### src/hdl/ktg_pkg.sv
// Package for the keypad tone generator: widths, register indexes, controller
// states, the key frequency table and the command/status structs.
// No dependencies.
`timescale 1ns / 1ps

package ktg_pkg;

	localparam int KEY_COUNT  = 16;
	localparam int TIMER_BITS = 13;
	localparam int KEY_W      = 16;
	localparam int NOTE_W     = 5;
	localparam int SCAN_W     = 16;
	localparam int DUR_W      = 24;
	localparam int NUM_W      = 16;
	localparam int FREQ_W     = 11;
	localparam int DIV_CNT_W  = 4;
	localparam int PROD_W     = NUM_W + 4;
	localparam int CFG_IDX_W  = 4;
	localparam int CFG_DATA_W = 24;
	localparam int OUT_W      = 8;

	localparam logic [KEY_W-1:0] KEY_MASK = KEY_W'((64'd1 << KEY_COUNT) - 64'd1);
	localparam logic [TIMER_BITS-1:0] HALF_MAX = {TIMER_BITS{1'b1}};
	localparam logic [DIV_CNT_W-1:0] DIV_LAST = DIV_CNT_W'(NUM_W - 1);

	// configuration register indexes
	localparam logic [CFG_IDX_W-1:0] REG_SCAN_INTERVAL  = 4'd0;
	localparam logic [CFG_IDX_W-1:0] REG_DEBOUNCE_TICKS = 4'd1;
	localparam logic [CFG_IDX_W-1:0] REG_NOTE_TICKS     = 4'd2;
	localparam logic [CFG_IDX_W-1:0] REG_TONE_NUMERATOR = 4'd3;

	localparam logic [SCAN_W-1:0] RST_SCAN_INTERVAL  = 16'd500;
	localparam logic [SCAN_W-1:0] RST_DEBOUNCE_TICKS = 16'd20000;
	localparam logic [DUR_W-1:0]  RST_NOTE_TICKS     = 24'd200000;
	localparam logic [NUM_W-1:0]  RST_TONE_NUMERATOR = 16'd46083;

	typedef enum logic [1:0] {
		ST_IDLE,
		ST_DIV,
		ST_FIN
	} ctrl_state_t;

	typedef struct packed {
		logic [SCAN_W-1:0] scan_interval;
		logic [SCAN_W-1:0] debounce_ticks;
		logic [DUR_W-1:0]  note_ticks;
		logic [NUM_W-1:0]  tone_numerator;
	} cfg_t;

	typedef struct packed {
		logic tick;
		logic div_load;
		logic div_step;
		logic half_load;
	} dp_cmd_t;

	typedef struct packed {
		logic out_free;
		logic note_start;
		logic div_last;
	} dp_status_t;

	// key frequency in Hz, key numbers 1..16
	function automatic logic [FREQ_W-1:0] key_freq(input logic [NOTE_W-1:0] key);
		logic [FREQ_W-1:0] f;
		case (4'(key - 5'd1))
			4'd0:    f = 11'd525;
			4'd1:    f = 11'd494;
			4'd2:    f = 11'd440;
			4'd3:    f = 11'd392;
			4'd4:    f = 11'd784;
			4'd5:    f = 11'd698;
			4'd6:    f = 11'd659;
			4'd7:    f = 11'd587;
			4'd8:    f = 11'd1174;
			4'd9:    f = 11'd1046;
			4'd10:   f = 11'd987;
			4'd11:   f = 11'd880;
			4'd12:   f = 11'd1760;
			4'd13:   f = 11'd1567;
			4'd14:   f = 11'd1396;
			default: f = 11'd1318;
		endcase
		return f;
	endfunction

	// highest pressed key number, 0 when none
	function automatic logic [NOTE_W-1:0] highest_key(input logic [KEY_W-1:0] keys);
		logic [NOTE_W-1:0] k;
		k = '0;
		for (int i = 0; i < KEY_W; i++) begin
			if (keys[i]) begin
				k = NOTE_W'(i + 1);
			end
		end
		return k;
	endfunction

endpackage

### src/hdl/keypad_tone_generator_unit.sv
// Top level of the keypad tone generator: stream ports, configuration port,
// controller and datapath. Depends on ktg_pkg, ktg_cfg_regs, ktg_ctrl, ktg_datapath.
`timescale 1ns / 1ps

// Each request on the slave stream is one timer tick carrying the 16-key
// pressed map and yields one result on the master stream: speaker level,
// playing flag and the sounding key. A tick that confirms a key and starts
// a note keeps the controller busy while the half period is worked out by
// a 16-step serial divider and then scaled and saturated. The result sits
// in an output register, so once the controller is idle the next tick is
// taken in the cycle its predecessor's result leaves. Configuration writes
// are always ready and belong between ticks.

module keypad_tone_generator_unit
	import ktg_pkg::*;
(
	input  logic                  clk,
	input  logic                  arst_n,
	input  logic                  s_tvalid,
	output logic                  s_tready,
	input  logic [KEY_W-1:0]      s_tdata,   // [15:0] keys_down
	output logic                  m_tvalid,
	input  logic                  m_tready,
	output logic [OUT_W-1:0]      m_tdata,   // [0] speaker, [1] playing, [6:2] note_key
	input  logic                  cfg_valid,
	output logic                  cfg_ready,
	input  logic [CFG_IDX_W-1:0]  cfg_index,
	input  logic [CFG_DATA_W-1:0] cfg_data
);

	cfg_t       cfg;
	dp_cmd_t    cmd;
	dp_status_t status;

	assign cfg_ready = 1'b1;

	ktg_cfg_regs u_cfg (
		.clk       (clk),
		.arst_n    (arst_n),
		.cfg_valid (cfg_valid),
		.cfg_index (cfg_index),
		.cfg_data  (cfg_data),
		.cfg       (cfg)
	);

	ktg_ctrl u_ctrl (
		.clk      (clk),
		.arst_n   (arst_n),
		.s_tvalid (s_tvalid),
		.s_tready (s_tready),
		.status   (status),
		.cmd      (cmd)
	);

	ktg_datapath u_dp (
		.clk      (clk),
		.arst_n   (arst_n),
		.cfg      (cfg),
		.cmd      (cmd),
		.status   (status),
		.keys_in  (s_tdata),
		.m_tready (m_tready),
		.m_tvalid (m_tvalid),
		.m_tdata  (m_tdata)
	);

endmodule

### src/hdl/ktg_cfg_regs.sv
// Configuration register bank of the keypad tone generator.
// Depends on ktg_pkg.
`timescale 1ns / 1ps

module ktg_cfg_regs
	import ktg_pkg::*;
(
	input  logic                  clk,
	input  logic                  arst_n,
	input  logic                  cfg_valid,
	input  logic [CFG_IDX_W-1:0]  cfg_index,
	input  logic [CFG_DATA_W-1:0] cfg_data,
	output cfg_t                  cfg
);

	cfg_t cfg_q;

	// write the addressed register, drop unknown indexes
	always_ff @(posedge clk or negedge arst_n) begin
		if (!arst_n) begin
			cfg_q.scan_interval  <= RST_SCAN_INTERVAL;
			cfg_q.debounce_ticks <= RST_DEBOUNCE_TICKS;
			cfg_q.note_ticks     <= RST_NOTE_TICKS;
			cfg_q.tone_numerator <= RST_TONE_NUMERATOR;
		end else if (cfg_valid) begin
			case (cfg_index)
				REG_SCAN_INTERVAL:  cfg_q.scan_interval  <= cfg_data[SCAN_W-1:0];
				REG_DEBOUNCE_TICKS: cfg_q.debounce_ticks <= cfg_data[SCAN_W-1:0];
				REG_NOTE_TICKS:     cfg_q.note_ticks     <= cfg_data[DUR_W-1:0];
				REG_TONE_NUMERATOR: cfg_q.tone_numerator <= cfg_data[NUM_W-1:0];
				default: ;
			endcase
		end
	end

	assign cfg = cfg_q;

endmodule

### src/hdl/ktg_ctrl.sv
// Controller of the keypad tone generator: takes ticks and sequences the
// serial half-period divide at note start. Depends on ktg_pkg.
`timescale 1ns / 1ps

module ktg_ctrl
	import ktg_pkg::*;
(
	input  logic       clk,
	input  logic       arst_n,
	input  logic       s_tvalid,
	output logic       s_tready,
	input  dp_status_t status,
	output dp_cmd_t    cmd
);

	ctrl_state_t state_q, state_d;
	logic        accept;

	assign accept = (state_q == ST_IDLE) && s_tvalid && status.out_free;

	// next state
	always_comb begin
		state_d = state_q;
		case (state_q)
			ST_IDLE: begin
				if (accept && status.note_start) begin
					state_d = ST_DIV;
				end
			end
			ST_DIV: begin
				if (status.div_last) begin
					state_d = ST_FIN;
				end
			end
			ST_FIN:  state_d = ST_IDLE;
			default: state_d = ST_IDLE;
		endcase
	end

	// commands and handshake
	always_comb begin
		s_tready      = 1'b0;
		cmd.tick      = 1'b0;
		cmd.div_load  = 1'b0;
		cmd.div_step  = 1'b0;
		cmd.half_load = 1'b0;
		case (state_q)
			ST_IDLE: begin
				s_tready     = status.out_free;
				cmd.tick     = accept;
				cmd.div_load = accept && status.note_start;
			end
			ST_DIV:  cmd.div_step  = 1'b1;
			ST_FIN:  cmd.half_load = 1'b1;
			default: ;
		endcase
	end

	always_ff @(posedge clk or negedge arst_n) begin
		if (!arst_n) begin
			state_q <= ST_IDLE;
		end else begin
			state_q <= state_d;
		end
	end

endmodule

### src/hdl/ktg_datapath.sv
// Datapath of the keypad tone generator: scan/debounce timers, note timers,
// serial divider for the half period and the result register.
// Depends on ktg_pkg.
`timescale 1ns / 1ps

module ktg_datapath
	import ktg_pkg::*;
(
	input  logic             clk,
	input  logic             arst_n,
	input  cfg_t             cfg,
	input  dp_cmd_t          cmd,
	output dp_status_t       status,
	input  logic [KEY_W-1:0] keys_in,
	input  logic             m_tready,
	output logic             m_tvalid,
	output logic [OUT_W-1:0] m_tdata
);

	logic [SCAN_W-1:0]     scan_count_q;
	logic                  debouncing_q;
	logic [SCAN_W-1:0]     debounce_count_q;
	logic [NOTE_W-1:0]     pending_key_q;
	logic                  note_active_q;
	logic [DUR_W-1:0]      duration_count_q;
	logic [TIMER_BITS-1:0] half_period_q;
	logic [TIMER_BITS-1:0] tone_count_q;
	logic                  speaker_q;

	logic [NUM_W-1:0]      dvd_q;
	logic [FREQ_W-1:0]     rem_q;
	logic [DIV_CNT_W-1:0]  div_cnt_q;

	logic                  out_valid_q;
	logic [OUT_W-1:0]      out_data_q;

	logic [KEY_W-1:0]      keys;
	logic [DUR_W-1:0]      dur_inc;
	logic [TIMER_BITS-1:0] tone_inc;
	logic [SCAN_W-1:0]     deb_inc;
	logic [SCAN_W-1:0]     scan_inc;
	logic                  note_end;
	logic                  active_mid;
	logic                  deb_done;
	logic                  start;

	logic [SCAN_W-1:0]     scan_count_d;
	logic                  debouncing_d;
	logic [SCAN_W-1:0]     debounce_count_d;
	logic [NOTE_W-1:0]     pending_key_d;
	logic                  note_active_d;
	logic [DUR_W-1:0]      duration_count_d;
	logic [TIMER_BITS-1:0] tone_count_d;
	logic                  speaker_d;

	logic [FREQ_W:0]       trial;
	logic                  qbit;
	logic [PROD_W-1:0]     prod;
	logic [TIMER_BITS-1:0] half_d;

	assign keys       = keys_in & KEY_MASK;
	assign dur_inc    = duration_count_q + 1'b1;
	assign tone_inc   = tone_count_q + 1'b1;
	assign deb_inc    = debounce_count_q + 1'b1;
	assign scan_inc   = scan_count_q + 1'b1;
	assign note_end   = note_active_q && (dur_inc >= cfg.note_ticks);
	assign active_mid = note_active_q && !note_end;
	assign deb_done   = debouncing_q && (deb_inc >= cfg.debounce_ticks);
	assign start      = deb_done && (keys != '0) && !active_mid;

	// advance the note, then either the debounce or the scan
	always_comb begin
		scan_count_d     = scan_count_q;
		debouncing_d     = debouncing_q;
		debounce_count_d = debounce_count_q;
		pending_key_d    = pending_key_q;
		note_active_d    = note_active_q;
		duration_count_d = duration_count_q;
		tone_count_d     = tone_count_q;
		speaker_d        = speaker_q;

		if (note_active_q) begin
			duration_count_d = dur_inc;
			tone_count_d     = tone_inc;
			if (tone_inc >= half_period_q) begin
				tone_count_d = '0;
				speaker_d    = ~speaker_q;
			end
			if (note_end) begin
				note_active_d    = 1'b0;
				duration_count_d = '0;
				tone_count_d     = '0;
				speaker_d        = 1'b1;
			end
		end

		if (debouncing_q) begin
			debounce_count_d = deb_inc;
			if (deb_done) begin
				debouncing_d     = 1'b0;
				debounce_count_d = '0;
				scan_count_d     = '0;
				if (start) begin
					pending_key_d    = highest_key(keys);
					note_active_d    = 1'b1;
					duration_count_d = '0;
					tone_count_d     = '0;
				end
			end
		end else begin
			scan_count_d = scan_inc;
			if (scan_inc >= cfg.scan_interval) begin
				scan_count_d = '0;
				if (keys != '0) begin
					debouncing_d     = 1'b1;
					debounce_count_d = '0;
				end
			end
		end
	end

	always_ff @(posedge clk or negedge arst_n) begin
		if (!arst_n) begin
			scan_count_q     <= '0;
			debouncing_q     <= 1'b0;
			debounce_count_q <= '0;
			pending_key_q    <= '0;
			note_active_q    <= 1'b0;
			duration_count_q <= '0;
			tone_count_q     <= '0;
			speaker_q        <= 1'b1;
		end else if (cmd.tick) begin
			scan_count_q     <= scan_count_d;
			debouncing_q     <= debouncing_d;
			debounce_count_q <= debounce_count_d;
			pending_key_q    <= pending_key_d;
			note_active_q    <= note_active_d;
			duration_count_q <= duration_count_d;
			tone_count_q     <= tone_count_d;
			speaker_q        <= speaker_d;
		end
	end

	// restoring divide, one quotient bit per cycle
	assign trial = {rem_q, dvd_q[NUM_W-1]};
	assign qbit  = (trial >= {1'b0, key_freq(pending_key_q)});

	always_ff @(posedge clk or negedge arst_n) begin
		if (!arst_n) begin
			div_cnt_q <= '0;
		end else if (cmd.div_load) begin
			div_cnt_q <= '0;
		end else if (cmd.div_step) begin
			div_cnt_q <= div_cnt_q + 1'b1;
		end
	end

	always_ff @(posedge clk) begin
		if (cmd.div_load) begin
			dvd_q <= cfg.tone_numerator;
			rem_q <= '0;
		end else if (cmd.div_step) begin
			dvd_q <= {dvd_q[NUM_W-2:0], qbit};
			if (qbit) begin
				rem_q <= FREQ_W'(trial - {1'b0, key_freq(pending_key_q)});
			end else begin
				rem_q <= trial[FREQ_W-1:0];
			end
		end
	end

	// scale the quotient by ten and saturate, forcing a zero product to one
	assign prod = ({4'b0, dvd_q} << 3) + ({4'b0, dvd_q} << 1);

	always_comb begin
		if (prod > PROD_W'(HALF_MAX)) begin
			half_d = HALF_MAX;
		end else if (prod == '0) begin
			half_d = TIMER_BITS'(1);
		end else begin
			half_d = prod[TIMER_BITS-1:0];
		end
	end

	always_ff @(posedge clk or negedge arst_n) begin
		if (!arst_n) begin
			half_period_q <= '0;
		end else if (cmd.half_load) begin
			half_period_q <= half_d;
		end
	end

	// hold the result until it is taken
	always_ff @(posedge clk or negedge arst_n) begin
		if (!arst_n) begin
			out_valid_q <= 1'b0;
		end else if (cmd.tick) begin
			out_valid_q <= 1'b1;
		end else if (m_tready) begin
			out_valid_q <= 1'b0;
		end
	end

	always_ff @(posedge clk) begin
		if (cmd.tick) begin
			out_data_q <= {1'b0,
				(note_active_d ? pending_key_d : NOTE_W'(0)),
				note_active_d, speaker_d};
		end
	end

	assign m_tvalid          = out_valid_q;
	assign m_tdata           = out_data_q;
	assign status.out_free   = !out_valid_q || m_tready;
	assign status.note_start = start;
	assign status.div_last   = (div_cnt_q == DIV_LAST);

endmodule
### config.mk
export PLATFORM = sky130hd
export DESIGN_NAME = keypad_tone_generator_unit
export DESIGN_NICKNAME = d
export VERILOG_FILES = /design/src/hdl/ktg_pkg.sv /design/src/hdl/keypad_tone_generator_unit.sv /design/src/hdl/ktg_cfg_regs.sv /design/src/hdl/ktg_ctrl.sv /design/src/hdl/ktg_datapath.sv
export SDC_FILE = /design/constraint.sdc
export NUM_CORES = 1
export LEC_CHECK = 0
export BUFFER_PORTS_ARGS = -buffer_cell sky130_fd_sc_hd__buf_2
export CORE_MARGIN = 4
export CORE_UTILIZATION = 40
export DETAILED_ROUTE_END_ITERATION = 10
export PLACE_DENSITY = 0.56
export SYNTH_ARGS = -nofsm -noshare
export SYNTH_HDL_FRONTEND = slang
export SYNTH_SLANG_ARGS = --single-unit
### constraint.sdc
create_clock -name clk -period 9.77 [get_ports clk]
set_input_delay 0 -clock clk [delete_from_list [all_inputs] [get_ports clk]]
set_output_delay 0 -clock clk [all_outputs]
set_load 0.02 [all_outputs]
Word-level counts from Yosys, hierarchy flattened
Memories as Yosys holds them, arrays and structs flattened.
Index checks and enable logic that the tools add are counted.
{"block": "totals", "mem_bits_ro": 352, "regBits": 203, "mem_count": 2, "out_inout_bits": 11, "wordCells": 141, "in_bits": 49}
{"block": "op_classes", "n_bitwise": 1, "n_mux": 68, "n_reduce_logical": 27, "order_cmp": 6, "eq_ne": 9, "add_sub_neg": 8}
{"name": "(no name shown)", "depth": 16, "word_bits": 11, "read_ports": 1, "rd_clocked_by_memory_dff": 0, "wr": 0, "line_no": "ktg_pkg.sv:66", "source": "case (4'(key - 5'd1))"}
{"name": "(no name shown)", "depth": 16, "word_bits": 11, "read_ports": 1, "rd_clocked_by_memory_dff": 0, "wr": 0, "line_no": "ktg_pkg.sv:66"}
{"cell": "2-to-1 mux 16 bit", "count": 9}
{"cell": "2-to-1 mux 24 bit", "count": 5}
{"cell": "2-to-1 mux 13 bit", "count": 8}
{"cell": "2-to-1 mux 11 bit", "count": 4}
{"cell": "2-to-1 mux 4 bit", "count": 10}
{"cell": "adder 16 x 1 -> 16 bit, second input constant", "count": 2}
{"cell": ">= comparator 16 bit", "count": 2}
{"cell": "adder 24 x 1 -> 24 bit, second input constant", "count": 1}
{"cell": ">= comparator 24 bit", "count": 1}
{"cell": "adder 19 x 17 -> 20 bit", "count": 1}
{"cell": "> comparator 20 x 13 -> 1 bit, second input constant", "count": 1}
{"cell": "logical NOT 20 bit", "count": 1}
{"cell": "2-to-1 mux 5 bit", "count": 4}
{"cell": "2-to-1 mux 1 bit", "count": 18}
{"cell": "nonzero test 16 bit", "count": 1}
{"cell": "adder 13 x 1 -> 13 bit, second input constant", "count": 1}
{"cell": ">= comparator 13 bit", "count": 1}
{"cell": ">= comparator 12 x 11 -> 1 bit", "count": 1}
{"cell": "2-to-1 mux 3 bit", "count": 4}
{"cell": "AND reduction 2 bit", "count": 6}
{"cell": "subtractor 11 bit", "count": 1}
{"cell": "2-to-1 mux 2 bit", "count": 5}
{"cell": "== test 4 x 2 -> 1 bit, second input constant", "count": 2}
{"cell": "logical AND 1 bit", "count": 8}
{"cell": "other kinds (15)", "count": 22}

Depth between registers and ports, before layout
Gate-level depths: netlist (run 1).
{"block": "logic_depth", "word_depth": 19, "depth_mapped": 21, "depth_no_buf": 18}

Hierarchy
Synthesis (run 1) repeated with hierarchy kept, for this count alone.
{"block": "unflattened", "cells_unflattened": 1304, "hier_area_um2": 12906.1}
{"mod": "ktg_datapath", "n_inst": 1, "area_each_um2": 10017.1, "cells_each": 1135, "seq_area_each_um2": 3289.4}
{"mod": "ktg_cfg_regs", "n_inst": 1, "area_each_um2": 2761.4, "cells_each": 156, "seq_area_each_um2": 1830.5}
{"mod": "ktg_ctrl", "n_inst": 1, "area_each_um2": 116.4, "cells_each": 11, "seq_area_each_um2": 50.0}
{"mod": "keypad_tone_generator_unit", "n_inst": 1, "area_each_um2": 11.3, "cells_each": 2, "seq_area_each_um2": 0.0}

Worst setup path after synthesis (run 1)
OpenSTA, ideal clock, no wires.
{"block": "synth_path", "kind": "register -> register", "start": "register u_dp.duration_count_q[0]", "end": "register u_dp.dvd_q[0], enable pin", "slack_ns": 5.503, "n_path_buf": 2, "arrival_time_ns": 3.895, "setup_ns": 0.372, "stages_incl_launch_ff": 18, "t_required_ns": 9.398, "period_less_slack_ns": 4.267, "path_cell_list": "dfrtp_1 -> ha_1 -> and3_1 -> and4_1 -> and2_1 -> and3_1 -> nand3_2 -> nor2_1 -> xor2_1 -> ha_1 -> nand3_1 -> nor3_1 -> o211ai_1 -> o2111a_1 -> or3_1 -> buf_2 -> buf_2 -> nand2_1"}
{"block": "synth_via", "elab_chain_cells": 10}
{"item": "from (decl)", "line_no": "ktg_datapath.sv:25", "source": "logic [DUR_W-1:0] duration_count_q;"}
{"item": "from (signal assigned)", "line_no": "ktg_datapath.sv:138", "source": "duration_count_q <= duration_count_d;"}
{"item": "adder 24 x 1 -> 24 bit", "line_no": "ktg_datapath.sv:62", "source": "assign dur_inc = duration_count_q + 1'b1;"}
{"item": ">= comparator 24 bit", "line_no": "ktg_datapath.sv:66", "source": "assign note_end = note_active_q && (dur_inc >= cfg.note_ticks);"}
{"item": "logical AND 1 bit", "line_no": "ktg_datapath.sv:66"}
{"item": "logical NOT 1 bit", "line_no": "ktg_datapath.sv:67", "source": "assign active_mid = note_active_q && !note_end;"}
{"item": "logical AND 1 bit", "line_no": "ktg_datapath.sv:67"}
{"item": "logical NOT 1 bit", "line_no": "ktg_datapath.sv:69", "source": "assign start = deb_done && (keys != '0) && !active_mid;"}
{"item": "logical AND 1 bit", "line_no": "ktg_datapath.sv:69"}
{"item": "logical AND 1 bit", "line_no": "ktg_ctrl.sv:51", "source": "cmd.div_load = accept && status.note_start;"}
{"item": "2-to-1 mux 2 bit", "line_no": "ktg_ctrl.sv:47", "source": "case (state_q)"}
{"item": "nonzero test 2 bit (no line)"}
{"item": "to (signal assigned)", "line_no": "ktg_datapath.sv:160", "source": "dvd_q <= cfg.tone_numerator;"}
{"item": "to (signal assigned)", "line_no": "ktg_datapath.sv:163", "source": "dvd_q <= {dvd_q[NUM_W-2:0], qbit};"}
{"item": "to (decl)", "line_no": "ktg_datapath.sv:30", "source": "logic [NUM_W-1:0] dvd_q;"}
Every way passes these cells.
A chain may end at the register's enable or synchronous reset.

Worst setup path in the final report (run 1)
{"block": "layout_path", "start": "register u_dp.duration_count_q[0]", "end": "register u_dp.dvd_q[1], enable pin"}
Same word-level chain as after synthesis.

==> results of run 1 <==
cell type report:
type / instances / share of cell area [%]
multi-input combinational: 1014 / 47.1
sequential: 203 / 35.6
timing repair buffer: 104 / 5.19
clock buffer: 32 / 4.77
tap: 396 / 3.41
inverter: 99 / 2.56
clock inverter: 14 / 1.41
cell usage after synthesis, types with 4 or more instances:
library cell	instances	area share [%]
edfxtp_1	23	5.5
a22o_1	23	1.6
mux2i_1	11	0.87
nand3_1	48	1.9
or3_1	6	0.30
nand2b_1	11	0.54
nand2_1	173	5.1
nor4_1	5	0.25
clkbuf_1	25	0.74
o21a_1	7	0.42
xor2_1	37	2.6
o21ai_1	13	0.52
buf_4	4	0.24
o31ai_1	15	0.89
dfxtp_1	11	1.7
a21oi_1	76	3.0
dfstp_2	24	5.0
inv_1	98	2.9
dfrtp_1	145	29
o21ai_0	109	4.3
a211oi_1	5	0.30
xnor2_1	45	3.1
nor2_1	85	2.5
nand4_1	13	0.64
ha_1	105	10
and3_1	27	1.3
buf_2	15	0.59
a21o_1	22	1.3
mux2_2	35	3.1
and2_1	5	0.25
nor3_1	23	0.91
a31oi_1	20	0.99
nor2b_1	9	0.45
a32o_1	5	0.40
worst min-delay path, stage by stage:
cell	delay, ns
buf_2	0.12
nor3_2	0.05
buf_4	0.21
nand2_1	0.09
o21ai_0	0.07
kinds of logic after synthesis:
family          share of synthesized area, %
compound gates                          17.8
xor+xnor                                5.69
fa+ha+maj                               10.7
buf+inv                                 4.90
flops                                   40.9
mux                                     3.99
other cells                           0.0595
simple gates                            15.9
flip-flops by register name (all words and copies together), names as in the netlist, 5 cells and up:
register and count:
u_dp.m_tdata 7, u_dp.duration_count_q 24, u_dp.dvd_q 16, u_dp.debounce_count_q 16, u_dp.half_period_q 13, u_cfg.cfg 72, u_dp.pending_key_q 5, u_dp.rem_q 11
u_dp.scan_count_q 16, u_dp.tone_count_q 13
per-layer routing:
layer	up-vias	global-route usage [%]	routed length, um
met5	-	0	0
met4	0	3.91	568
met3	38	1.82	913
met2	137	27.6	13600
met1	4680	25.3	14400
li1	5012	-	-
where the power goes:
part           switching (mW)  leakage (nW)  total [mW]  internal [mW]
clock                   0.362         0.442       0.996          0.634
sequential              0.126          2.40        1.15           1.02
combinational           0.484          3.96       0.847          0.363
how the worst min path moves through the flow:
stage	start	endpoint	cells past startpoint	slack (ns)
after floorplan	arst_n	u_cfg.cfg[11]$_DFFE_PN0P_	0	-0.30
after global placement	arst_n	u_cfg.cfg[16]$_DFFE_PN0P_	1	-0.03
after detailed placement	arst_n	u_cfg.cfg[16]$_DFFE_PN0P_	1	-0.03
after CTS	cfg_index[1]	u_cfg.cfg[62]$_DFFE_PN1P_	5	0.002
after global routing	s_tvalid	u_dp.debouncing_q$_DFFE_PN0P_	5	0.06
final	cfg_index[1]	u_cfg.cfg[62]$_DFFE_PN1P_	5	0.03
==> flow_metrics.tcl, run 1 <==
set metrics [dict create \
    status "finished clean" \
    finalCriticalPeriod_ns 4.93 \
    antenna_found_initial 0 \
    clockBufferDepth 3 \
    route.detailed.drc 0 \
    reg2reg_slack_ns 4.84 \
    path_max_fanout 16 \
    num_antenna_cells 0 \
    clock_latency_ns 0.52 \
    hold_viol 0 \
    syn2layout_area_growth_pct 15.1 \
    path_clk_slew_ns 0.06 \
    yosysUniqueCellTypes 85 \
    setup_viol_count_final 0 \
    grt_pass1_vias 9506 \
    postSynthCellCount 1365 \
    cts_tree "done" \
    setup_ws_ns 4.84 \
    critPathMaxStageDelay_ns 0.51 \
    syn_area_per_cell_um2 9.25 \
    maxCapViolations 0 \
    cts_inserted_buffers 25 \
    routedWlPerCell_um 15.8 \
    holdCritPathClass "input pin to flop" \
    cp-end-kind "flop" \
    vias 9867 \
    timing.hold.ws_ns 0.0347 \
    dp_hpwl_um 21100 \
    power_mw 2.99 \
    total_leakage_power_nw 6.80 \
    die_area_um2 34500 \
    cp_num_cells 15 \
    final_common_cell "nand2_1" \
    rsz0062_at_grt "false" \
    fmax_mhz 203 \
    multi_input_area_um2 6850 \
    ir_worst_vdd_uv 178 \
    final_nets 1603 \
    synth_area_um2 12600 \
    reg2reg_depth 15 \
    dp_cells 1776 \
    critical_path_class "flop to flop" \
    cts.sink_count 203 \
    port_buffers 57 \
    dr.pass1.iters 5 \
    hold_buffers 40 \
    finalClockSkew_ns 0.0177 \
    yosys_warnings 0 \
    initial_core_util_pct 40.9 \
    overflow 0 \
    grt_usage_pct 17.2 \
    path_delay_family "simple AND/OR/NAND/NOR gates" \
    slew_viol_final 0 \
    crit_path_start_kind "flop" \
    cp.required_ns 9.91 \
    utilization_pct 47.0 \
    synth_seq_area_share_pct 40.9 \
    fillers 2984 \
    grt_max_degree 62 \
    synth_edf_count 23 \
    worst_path_max_delay_cell "o2111a_1" \
    worstPathCellList "ha_1, and3_1, and4_1, and2_1, and3_1, nand3_2, nor2_1, xor2_1, ha_1, nand3_1, nor3_1, o211ai_1, o2111a_1, or3_1, nand2_1" \
    ff_latch_area_um2 5170 \
    crit_end "u_dp.dvd_q[1]$_DFFE_PP_" \
    dieHeight_um 186 \
    startpoint "u_dp.duration_count_q[0]$_DFFE_PN0P_" \
    h-tree-depth 1 \
    placed_area_um2 13200 \
    root_buffer "clkbuf_16" \
    async_reset_ff_share_pct 83.3 \
    pre_cts_ws_ns 4.81 \
    synthFlopType "dfrtp_1" \
    gp_congestion 0.875 \
    synth_nets 1521 \
    r2r_end "u_dp.dvd_q[1]$_DFFE_PP_" \
    viasPerCell 5.30 \
    worst_pin_slew_ns 1.14 \
    power_density_nw_per_um2 206 \
    drt_first_iter_violations 628 \
    maxSlewHeadroom_pct 24.1 \
    ys_ff_latch 203 \
    core_area_um2 30900 \
    path_buf_inv 0 \
    chipWidth_um 186 \
    cts_setup_buffers 0 \
    grt_pass1_wl_um 49200 \
    ant_nets 0 \
    post_cts_resized 0 \
    wl_um 29400 \
    crit_arrival_ns 5.07 \
    num_io_pins 60 \
    fin_setup_tns_ns 0 \
    timing.rr.start "u_dp.duration_count_q[0]$_DFFE_PN0P_" \
    layout_common_cells "nand2_1 (173), dfrtp_1 (145), o21ai_0 (109), ha_1 (105), inv_1 (98)" \
    period_share_pct 50.4 \
    drive_gt1_share_pct 13.6 \
    final_area_um2 14500 \
    final_cell_count_no_fill 1862 \
    num_rows 64 \
]
(Power assumes the default switching activity.)
==> run 2, diff against run 1 <==
- clock period: 9.77 -> 4.8 ns (I/O delays scaled with it)
==> run 2 against run 1 <==
  * Global-route usage hardly changed
  * Power up 100%
  * Clock power increased by 88%
  * Final cell count is 0.70% higher
  * Combinational power increased by 110%
  * Sequential power rose by 100%
  * Clock skew is essentially flat
==> flow_metrics.tcl, run 2 (synthesis gave the netlist of run 1 again) <==
set metrics [dict create \
    root_buffer "clkbuf_16" \
    maxSlewHeadroom_pct 26.7 \
    worst_path_max_delay_cell "dfrtp_1" \
    num_rows 64 \
    timing.hold.ws_ns 0.0165 \
    path_clk_slew_ns 0.06 \
    maxCapViolations 0 \
    reg2reg_slack_ns 0.39 \
    final_area_um2 14600 \
    crit_end "u_dp.dvd_q[0]$_DFFE_PP_" \
    setup_ws_ns 0.390 \
    status "finished clean" \
    final_cell_count_no_fill 1875 \
    critical_path_class "flop to flop" \
    pre_cts_ws_ns 0.255 \
    crit_path_start_kind "flop" \
    path_buf_inv 1 \
    r2r_end "u_dp.dvd_q[0]$_DFFE_PP_" \
    drt_first_iter_violations 551 \
    hold_viol 0 \
    largest_reg_flops 72 \
    clock_latency_ns 0.52 \
    grt_max_degree 67 \
    num_antenna_cells 0 \
    port_buffers 57 \
    final_common_cell "nand2_1" \
    dieHeight_um 186 \
    critPathMaxStageDelay_ns 0.42 \
    grt_pass1_vias 9781 \
    ir_worst_vdd_uv 269 \
    cts.sink_count 203 \
    viasPerCell 5.35 \
    antenna_found_initial 0 \
    setup_viol_count_final 0 \
    slew_viol_final 0 \
    clockBufferDepth 3 \
    power_density_nw_per_um2 411 \
    layout_common_cells "nand2_1 (173), dfrtp_1 (145), o21ai_0 (109), ha_1 (105), inv_1 (98)" \
    core_area_um2 30900 \
    cts_tree "done" \
    utilization_pct 47.2 \
    overflow 0 \
    period_share_pct 91.9 \
    route.detailed.drc 0 \
    rsz0062_at_grt "false" \
    num_io_pins 60 \
    fin_setup_tns_ns 0 \
    holdCritPathClass "input pin to async pin" \
    syn2layout_area_growth_pct 15.4 \
    wl_um 29500 \
    path_max_fanout 21 \
    drive_gt1_share_pct 14.1 \
    routedWlPerCell_um 15.7 \
    worst_pin_slew_ns 1.10 \
    grt_usage_pct 17.2 \
    die_area_um2 34500 \
    cp-end-kind "flop" \
    placed_area_um2 13300 \
    power_mw 5.98 \
    ant_nets 0 \
    initial_core_util_pct 40.9 \
    h-tree-depth 1 \
    dp_cells 1789 \
    path_delay_family "simple AND/OR/NAND/NOR gates" \
    cts_inserted_buffers 24 \
    startpoint "u_dp.duration_count_q[0]$_DFFE_PN0P_" \
    vias 10035 \
    finalClockSkew_ns 0.0180 \
    cp.required_ns 5.07 \
    reg2reg_depth 17 \
    crit_arrival_ns 4.67 \
    cp_num_cells 17 \
    finalCriticalPeriod_ns 4.41 \
    fillers 2997 \
    chipWidth_um 186 \
    worstPathCellList "ha_1, and3_1, and4_1, and2_1, and3_1, nand3_2, nor2_1, xor2_1, ha_1, nand3_1, nor3_2, o211ai_1, o2111a_1, or3_1, buf_4, nor2_1, a21oi_1" \
    dr.pass1.iters 6 \
    gp_congestion 0.856 \
    grt_pass1_wl_um 48800 \
    fmax_mhz 227 \
    dp_hpwl_um 21200 \
    timing.rr.start "u_dp.duration_count_q[0]$_DFFE_PN0P_" \
    total_leakage_power_nw 6.83 \
    final_nets 1617 \
]
==> run 2: cell type report <==
class                           instances  area [um^2]  share of cell area, %
Tap cell                              396          495                   3.40
Sequential cell                       203         5170                   35.5
Clock inverter                         12          139                  0.953
Clock buffer                           32          662                   4.54
Inverter                               99          372                   2.55
Timing Repair Buffer                  119          872                   5.98
Multi-Input combinational cell       1014         6860                   47.1
==> run 2: power by group <==
group	internal (mW)	leakage, nW	switching, mW
combinational	0.774	4.03	1.01
sequential	2.08	2.40	0.257
clock	1.13	0.397	0.738
==> run 2: layer usage <==
metal / GRT usage, % / up-vias / share of wire [%]
li1: - / 5019 / -
met5: 0 / - / 0
met4: 4.66 / 0 / 2.4
met3: 1.99 / 45 / 3.7
met1: 24.3 / 4814 / 48
met2: 28.1 / 157 / 46
==> run 2: worst min path at each step <==
stage                      from                                   end  slack (ns)  cells after the start
floorplan                arst_n             u_cfg.cfg[11]$_DFFE_PN0P_       -0.30                      0
global placement         arst_n  u_dp.duration_count_q[3]$_DFFE_PN0P_        0.04                      1
finish                   arst_n  u_dp.duration_count_q[3]$_DFFE_PN0P_        0.02                      2
global route             arst_n  u_dp.duration_count_q[3]$_DFFE_PN0P_        0.08                      2
detailed placement       arst_n             u_cfg.cfg[16]$_DFFE_PN0P_        0.04                      1
CTS                 s_tdata[10]     u_dp.pending_key_q[3]$_DFFE_PN0P_        0.01                      6
==> run 2: worst reg2reg max path, stage by stage (launching register included) <==
cell and delay, ns:
dfrtp_1 0.42, ha_1 0.26, and3_1 0.24, and4_1 0.27, and2_1 0.23, and3_1 0.23
nand3_2 0.20, nor2_1 0.23, xor2_1 0.09, ha_1 0.29, nand3_1 0.12, nor3_2 0.26
o211ai_1 0.20, o2111a_1 0.28, or3_1 0.41, buf_4 0.25, nor2_1 0.13, a21oi_1 0.05
==> run 2: what timing repair did <==
action                                  CTS  global route
endpoints found under the hold margin   144             0
endpoints found under the setup margin    0            29
resized for setup                         0             2
hold buffers                             41             0
setup buffers                             0             1
